==> src/sv/ocb_pkg.sv <==
// Shared types and constants for the character-cell display store.
// Holds command and result codes, controller states and the control/status bundles.
// No dependencies.
`default_nettype none

package ocb_pkg;

    // Default store geometry
    localparam int OCB_MAX_COLS  = 60;
    localparam int OCB_MAX_ROWS  = 22;
    localparam int OCB_PAGE_BITS = 2;

    // Configuration register reset values
    localparam logic [5:0] LW_RESET    = 6'd30;
    localparam logic [7:0] BLANK_RESET = 8'd32;

    // Configuration register indexes
    localparam int         CFG_IDX_W      = 1;
    localparam logic [0:0] CFG_LINE_WIDTH = 1'b0;
    localparam logic [0:0] CFG_BLANK_CODE = 1'b1;

    // Input commands
    typedef enum logic [2:0] {
        CMD_WRITE   = 3'd0,
        CMD_READ    = 3'd1,
        CMD_CLEAR   = 3'd2,
        CMD_REFRESH = 3'd3,
        CMD_DRAW    = 3'd4
    } t_cmd;

    // Result kinds
    typedef enum logic [2:0] {
        KIND_READ   = 3'd0,
        KIND_RUN    = 3'd1,
        KIND_CLEAR  = 3'd2,
        KIND_COMMIT = 3'd3,
        KIND_NONE   = 3'd4
    } t_kind;

    // Cell memory write data select
    typedef enum logic [2:0] {
        WR_RESET,
        WR_BLANK,
        WR_CELL,
        WR_MARK,
        WR_UNMARK
    } t_wr_sel;

    // Controller states
    typedef enum logic [4:0] {
        S_INIT,
        S_IDLE,
        S_WR_RD,
        S_WR_CHK,
        S_RD_RD,
        S_RD_EMIT,
        S_NONE_EMIT,
        S_CLR,
        S_RF_RD,
        S_RF_CHK,
        S_CLR_EMIT,
        S_DR_RD,
        S_DR_CHK,
        S_DR_END,
        S_RUN_WR,
        S_RUN_RD,
        S_RUN_CHK,
        S_RUN_LAST
    } t_state;

    // Commands from controller to datapath
    typedef struct packed {
        logic    take;
        logic    rd_en;
        logic    wr_en;
        t_wr_sel wr_sel;
        logic    pos_step;
        logic    found;
        logic    cur_next;
        logic    out_load;
        t_kind   out_kind;
        logic    out_last;
        logic    set_cleared;
        logic    clr_flags;
    } t_ctrl;

    // Status from datapath to controller
    typedef struct packed {
        t_cmd cmd;
        logic in_hit;
        logic pos_last;
        logic rd_dirty;
        logic wr_differs;
        logic rf_differs;
        logic run_stop;
        logic run_match;
        logic out_free;
        logic flags_any;
    } t_stat;

endpackage

`default_nettype wire

==> src/sv/ocb_ctrl.sv <==
// Sequencer for the character-cell display store.
// Walks the cell memory for sweeps, scans and runs; drives the datapath commands.
// Depends on ocb_pkg.
`default_nettype none

module ocb_ctrl (
    input  wire logic          i_clk,
    input  wire logic          i_rst_n,
    input  wire logic          i_in_valid,
    output logic               o_in_ready,
    input  wire ocb_pkg::t_stat i_stat,
    output ocb_pkg::t_ctrl     o_ctrl
);

    ocb_pkg::t_state r_state;
    ocb_pkg::t_state n_state;

    // State register; reset starts the clearing pass
    always_ff @(posedge i_clk) begin
        if (!i_rst_n) begin
            r_state <= ocb_pkg::S_INIT;
        end else begin
            r_state <= n_state;
        end
    end

    // Next state
    always_comb begin
        n_state = r_state;
        unique case (r_state)
            ocb_pkg::S_INIT: begin
                if (i_stat.pos_last) n_state = ocb_pkg::S_IDLE;
            end
            ocb_pkg::S_IDLE: begin
                if (i_in_valid) begin
                    unique case (i_stat.cmd)
                        ocb_pkg::CMD_WRITE:
                            n_state = i_stat.in_hit ? ocb_pkg::S_WR_RD : ocb_pkg::S_IDLE;
                        ocb_pkg::CMD_READ:
                            n_state = i_stat.in_hit ? ocb_pkg::S_RD_RD : ocb_pkg::S_NONE_EMIT;
                        ocb_pkg::CMD_CLEAR:   n_state = ocb_pkg::S_CLR;
                        ocb_pkg::CMD_REFRESH: n_state = ocb_pkg::S_RF_RD;
                        ocb_pkg::CMD_DRAW:    n_state = ocb_pkg::S_DR_RD;
                        default:              n_state = ocb_pkg::S_IDLE;
                    endcase
                end
            end
            ocb_pkg::S_WR_RD:  n_state = ocb_pkg::S_WR_CHK;
            ocb_pkg::S_WR_CHK: n_state = ocb_pkg::S_IDLE;
            ocb_pkg::S_RD_RD:  n_state = ocb_pkg::S_RD_EMIT;
            ocb_pkg::S_RD_EMIT, ocb_pkg::S_NONE_EMIT, ocb_pkg::S_CLR_EMIT,
            ocb_pkg::S_DR_END, ocb_pkg::S_RUN_LAST: begin
                if (i_stat.out_free) n_state = ocb_pkg::S_IDLE;
            end
            ocb_pkg::S_CLR: begin
                if (i_stat.pos_last) n_state = ocb_pkg::S_CLR_EMIT;
            end
            ocb_pkg::S_RF_RD: n_state = ocb_pkg::S_RF_CHK;
            ocb_pkg::S_RF_CHK: begin
                n_state = i_stat.pos_last ? ocb_pkg::S_CLR_EMIT : ocb_pkg::S_RF_RD;
            end
            ocb_pkg::S_DR_RD: n_state = ocb_pkg::S_DR_CHK;
            ocb_pkg::S_DR_CHK: begin
                priority if (i_stat.rd_dirty) n_state = ocb_pkg::S_RUN_WR;
                else if (i_stat.pos_last)     n_state = ocb_pkg::S_DR_END;
                else                          n_state = ocb_pkg::S_DR_RD;
            end
            ocb_pkg::S_RUN_WR: begin
                n_state = i_stat.run_stop ? ocb_pkg::S_RUN_LAST : ocb_pkg::S_RUN_RD;
            end
            ocb_pkg::S_RUN_RD: n_state = ocb_pkg::S_RUN_CHK;
            ocb_pkg::S_RUN_CHK: begin
                if (i_stat.out_free) begin
                    n_state = i_stat.run_match ? ocb_pkg::S_RUN_WR : ocb_pkg::S_IDLE;
                end
            end
            default: n_state = ocb_pkg::S_IDLE;
        endcase
    end

    // Datapath commands
    always_comb begin
        o_in_ready = 1'b0;
        o_ctrl     = '0;
        unique case (r_state)
            ocb_pkg::S_INIT: begin
                o_ctrl.wr_en    = 1'b1;
                o_ctrl.wr_sel   = ocb_pkg::WR_RESET;
                o_ctrl.pos_step = 1'b1;
            end
            ocb_pkg::S_IDLE: begin
                o_in_ready  = 1'b1;
                o_ctrl.take = i_in_valid;
            end
            ocb_pkg::S_WR_RD, ocb_pkg::S_RD_RD, ocb_pkg::S_RF_RD,
            ocb_pkg::S_DR_RD, ocb_pkg::S_RUN_RD: begin
                o_ctrl.rd_en = 1'b1;
            end
            ocb_pkg::S_WR_CHK: begin
                o_ctrl.wr_en  = i_stat.wr_differs;
                o_ctrl.wr_sel = ocb_pkg::WR_CELL;
            end
            ocb_pkg::S_RD_EMIT: begin
                o_ctrl.out_load = i_stat.out_free;
                o_ctrl.out_kind = ocb_pkg::KIND_READ;
                o_ctrl.out_last = 1'b1;
            end
            ocb_pkg::S_NONE_EMIT: begin
                o_ctrl.out_load = i_stat.out_free;
                o_ctrl.out_kind = ocb_pkg::KIND_NONE;
                o_ctrl.out_last = 1'b1;
            end
            ocb_pkg::S_CLR: begin
                o_ctrl.wr_en       = 1'b1;
                o_ctrl.wr_sel      = ocb_pkg::WR_BLANK;
                o_ctrl.pos_step    = 1'b1;
                o_ctrl.set_cleared = 1'b1;
            end
            ocb_pkg::S_RF_CHK: begin
                o_ctrl.wr_en    = i_stat.rf_differs;
                o_ctrl.wr_sel   = ocb_pkg::WR_MARK;
                o_ctrl.pos_step = 1'b1;
            end
            ocb_pkg::S_CLR_EMIT: begin
                o_ctrl.out_load = i_stat.out_free;
                o_ctrl.out_kind = ocb_pkg::KIND_CLEAR;
                o_ctrl.out_last = 1'b1;
            end
            ocb_pkg::S_DR_CHK: begin
                o_ctrl.found    = i_stat.rd_dirty;
                o_ctrl.pos_step = !i_stat.rd_dirty;
            end
            ocb_pkg::S_DR_END: begin
                o_ctrl.out_load  = i_stat.out_free;
                o_ctrl.out_kind  = i_stat.flags_any ? ocb_pkg::KIND_COMMIT
                                                    : ocb_pkg::KIND_NONE;
                o_ctrl.out_last  = 1'b1;
                o_ctrl.clr_flags = i_stat.out_free;
            end
            ocb_pkg::S_RUN_WR: begin
                o_ctrl.wr_en    = 1'b1;
                o_ctrl.wr_sel   = ocb_pkg::WR_UNMARK;
                o_ctrl.pos_step = 1'b1;
            end
            ocb_pkg::S_RUN_CHK: begin
                o_ctrl.out_load = i_stat.out_free;
                o_ctrl.out_kind = ocb_pkg::KIND_RUN;
                o_ctrl.out_last = !i_stat.run_match;
                o_ctrl.cur_next = i_stat.out_free && i_stat.run_match;
            end
            ocb_pkg::S_RUN_LAST: begin
                o_ctrl.out_load = i_stat.out_free;
                o_ctrl.out_kind = ocb_pkg::KIND_RUN;
                o_ctrl.out_last = 1'b1;
            end
            default: begin
                o_ctrl = '0;
            end
        endcase
    end

endmodule

`default_nettype wire

==> config.mk <==
export PLATFORM = sky130hd
export DESIGN_NAME = ocb_ctrl
export DESIGN_NICKNAME = d
export VERILOG_FILES = /design/src/sv/ocb_pkg.sv /design/src/sv/ocb_ctrl.sv
export SDC_FILE = /design/constraint.sdc
export NUM_CORES = 1
export LEC_CHECK = 0
export BUFFER_PORTS_ARGS = -buffer_cell sky130_fd_sc_hd__buf_2
export CORE_UTILIZATION = 30
export DETAILED_ROUTE_END_ITERATION = 10
export GPL_TIMING_DRIVEN = 0
export SLEW_MARGIN = 15
export SYNTH_ARGS = -nofsm -noshare
export SYNTH_HDL_FRONTEND = slang
export SYNTH_SLANG_ARGS = --single-unit
==> constraint.sdc <==
create_clock -name i_clk -period 1.4 [get_ports i_clk]
set_input_delay 0.14 -clock i_clk [delete_from_list [all_inputs] [get_ports i_clk]]
set_output_delay 0.14 -clock i_clk [all_outputs]
set_load 0.02 [all_outputs]
==> metrics.csv <==
stage;metric;value;unit
sta;rsz0062_at_grt;true;
status;violations;negative setup slack;
critical_path;arrival;1580;ps
floorplanning;core_area;3028;µm²
yosys;yosysMostFrequentCell;nor2_1;
critical_path;critPathKind;reg2out;
min_path;hold_class;in2reg;
sta;worst_slack;-322.4;ps
floorplanning;die_h;58.15;µm
critical_path;timing.rr.start;r_state[3];
yosys;avgSynthCellArea;6.479;µm²
critical_path;crit_fanout;6;
sta;fin_skew;6.945;ps
critical_path;crit_top_cell;buf_8;
clock_network;cts_tree;yes;
finish;fillers;234;
global_routing;antenna_found_initial;0;
clock_network;cts-root-buf;clkbuf_4;
critical_path;critPathCaptureType;output port;
finish;largest_register_ffs;5;
finish;drive_gt1_share;62.09;%
yosys;async_flop_share;0;%
power;leakage;0.7852;nW
placed_design;dpl.hpwl;2383;µm
yosys;synth_edf_count;0;
sta;maxSlewHeadroom;74.51;%
global_routing;first_global_vias;1330;
floorplanning;rows;20;
placed_design;gp_congestion;0.9023;
route;drc;0;
yosys;yosysTopAreaCellShare;10.58;%
finish;regMostFlops;r_state;
floorplanning;die_x;58.15;µm
critical_path;crit_chain;buf_6 -> buf_8 -> buf_8 -> or3_4 -> a21oi_2 -> buf_4;
route;first_pass_iters;5;
yosys;synth_top_area_cell;dfxtp_1;
route;vias_per_cell;5.792;
route;drt-total-wl;4418;µm
route;drt_iter0_drc;170;
critical_path;crit_path_start_kind;flip-flop;
yosys;synth_fp_nets;161;
sta;finalMaxSlewViolations;0;
floorplanning;ios;32;
critical_path;r2r-end;r_state[2];
status;status;complete, but fails checks;
finish;diodes;0;
finish;final_cell_count_no_fill;255;
placed_design;dp.cells;221;
global_routing;grt-ovfl-total;0;
finish;final_nets;227;
yosys;synthTopCellsByCount;nor2_1 (19), o21ai_0 (12), a21oi_1 (8), buf_2 (8);
yosys;ys_seq_elements;5;
clock_network;clk_path_buf_depth;2;
power;power.density;1680;nW/µm²
route;route.vias.total;1477;
yosys;ys.flop_type;dfxtp_1;
route;wire_per_inst;17.33;µm
critical_path;max_stage_delay;360;ps
finish;area_growth;96.30;%
global_routing;grt_first_pass_wirelength;6292;µm
yosys;ys_seq_area_share;10.58;%
critical_path;required;1260;ps
floorplanning;start_util;31.24;%
finish;top_regs;r_state x5;
yosys;netlist_top_cells_area;dfxtp_1 (11%), nor2_1 (7.5%), o21ai_0 (6.3%), a21oi_1 (4.2%), buf_2 (4.2%);
sta;finalCritPeriodShare;123.0;%
yosys;synthCells;146;
finish;ff_latch_area;112.6;µm²
yosys;yosys_warnings;0;
job;maxCapViolCount;0;
sta;finalWorstPathRequiredPeriod;1722;ps
critical_path;crit_start;r_state[1];
yosys;yosys.cell_types.count;50;
route;antenna_left;0;
placed_design;numPortBuffers;31;
sta;max_clock_freq;580.6;MHz
critical_path;cp_slowest_cell;or3_4;
global_routing;grt_max_degree;11;
global_routing;grt_use_total;23.97;%
sta;worst_pin_slew;379.1;ps
clock_network;insertion_delay;240;ps
sta;final-setup-viol-count;22;
floorplanning;die-area;3381;µm²
power;vdd_drop_max;0.0005136;V
clock_network;cts_made_buffers;3;
clock_network;cts.sinks;5;
sta;finalHoldViolCount;0;
sta;tns;-4250;ps
clock_network;htreeDepth;1;
finish;multi_input_area;985.9;µm²
clock_network;path_clk_slew;50;ps
yosys;netlist_area;945.9;µm²
critical_path;reg2regPathDepth;7;
critical_path;r2r_slack;-270;ps
critical_path;endpoint;o_ctrl[5];
## cells in the final DEF, fill, tap and decap left out, types with 3 or more instances in the layout
cell / n
buf_4: 34
buf_6: 20
buf_2: 15
nor2_1: 13
o21ai_2: 6
o21ai_0: 6
nand2b_4: 5
a21oi_1: 5
inv_1: 5
nand2_1: 5
a31oi_1: 5
buf_8: 4
o21ai_1: 4
nor3_1: 4
nor2_2: 3
nor2_4: 3
a21oi_2: 3
o22ai_1: 3
clkbuf_4: 3
dfxtp_4: 3
## report_power, final
| part | leakage (nW) | internal (mW) | switching, mW |
|---|---|---|---|
| combinational | 0.727 | 1.33 | 1.35 |
| clock | 0.0150 | 0.108 | 0.0550 |
| sequential | 0.0434 | 0.203 | 0.0727 |
## stage by stage
| step | area [µm²] | utilization (%) | hold slack (ps) | setup WS [ps] | total power, mW |
|---|---|---|---|---|---|
| global route | 1857 | 61.32 | 177.0 | -414.1 | 3.283 |
| finish | 1857 | 61.32 | 178.6 | -322.4 | 3.119 |
| global placement | 1197 | 39.55 | 419.2 | -250.3 | 1.745 |
| floorplan | 987.2 | - | 257.5 | -136.2 | 1.377 |
| CTS | 1689 | 55.79 | 164.9 | -308.3 | 2.710 |
| detailed placement | 1197 | 39.55 | 423.1 | -282.3 | 1.760 |
## worst min-delay path by stage
stage,slack (ps),to,depth (start not counted),startpoint
after global routing,180,r_state[3],3,i_rst_n
after floorplan,260,r_state[4],1,i_rst_n
after CTS,160,r_state[1],3,i_rst_n
after detailed placement,420,r_state[1],3,i_rst_n
after global placement,420,r_state[1],3,i_rst_n
final,180,r_state[3],3,i_rst_n
## worst max-delay path: cells and delay by family, from the launching register on
family	cells	cell delay, ps
AO/OA/AOI/OAI	1	110
buffers and inverters	4	510
flip-flops	1	350
AND/OR/NAND/NOR	1	360
## area by class of cell
type / count / area share, %
Multi-Input combinational cell: 121 / 53.10
Timing Repair Buffer: 63 / 26.28
Buffer: 12 / 8.693
Sequential cell: 5 / 6.065
Tap cell: 44 / 2.965
Inverter: 6 / 1.482
Clock buffer: 4 / 1.415
## cell families after synthesis
group | synth area share, %
AOI/OAI and AO/OA | 35.71
and+or+nand+nor | 40.88
xor gates and xnor gates | 1.852
DFF | 10.58
buffers and inverters | 10.98
## what timing repair did
action | 4_1_cts | 5_1_grt
hold buffers | 0 | 0
pin swaps | 18 | 13
endpoints found under the setup margin | 22 | 22
gates resized for setup | 84 | 32
setup buffers | 25 | 7
## layer usage
metal	part of all wire (%)	global-route usage, %
met1	39	30.28
met2	49	41.22
met3	7.7	2.902
met4	4.8	9.524
met5	0	0
Note: power is estimated with default switching activity, not from simulation.
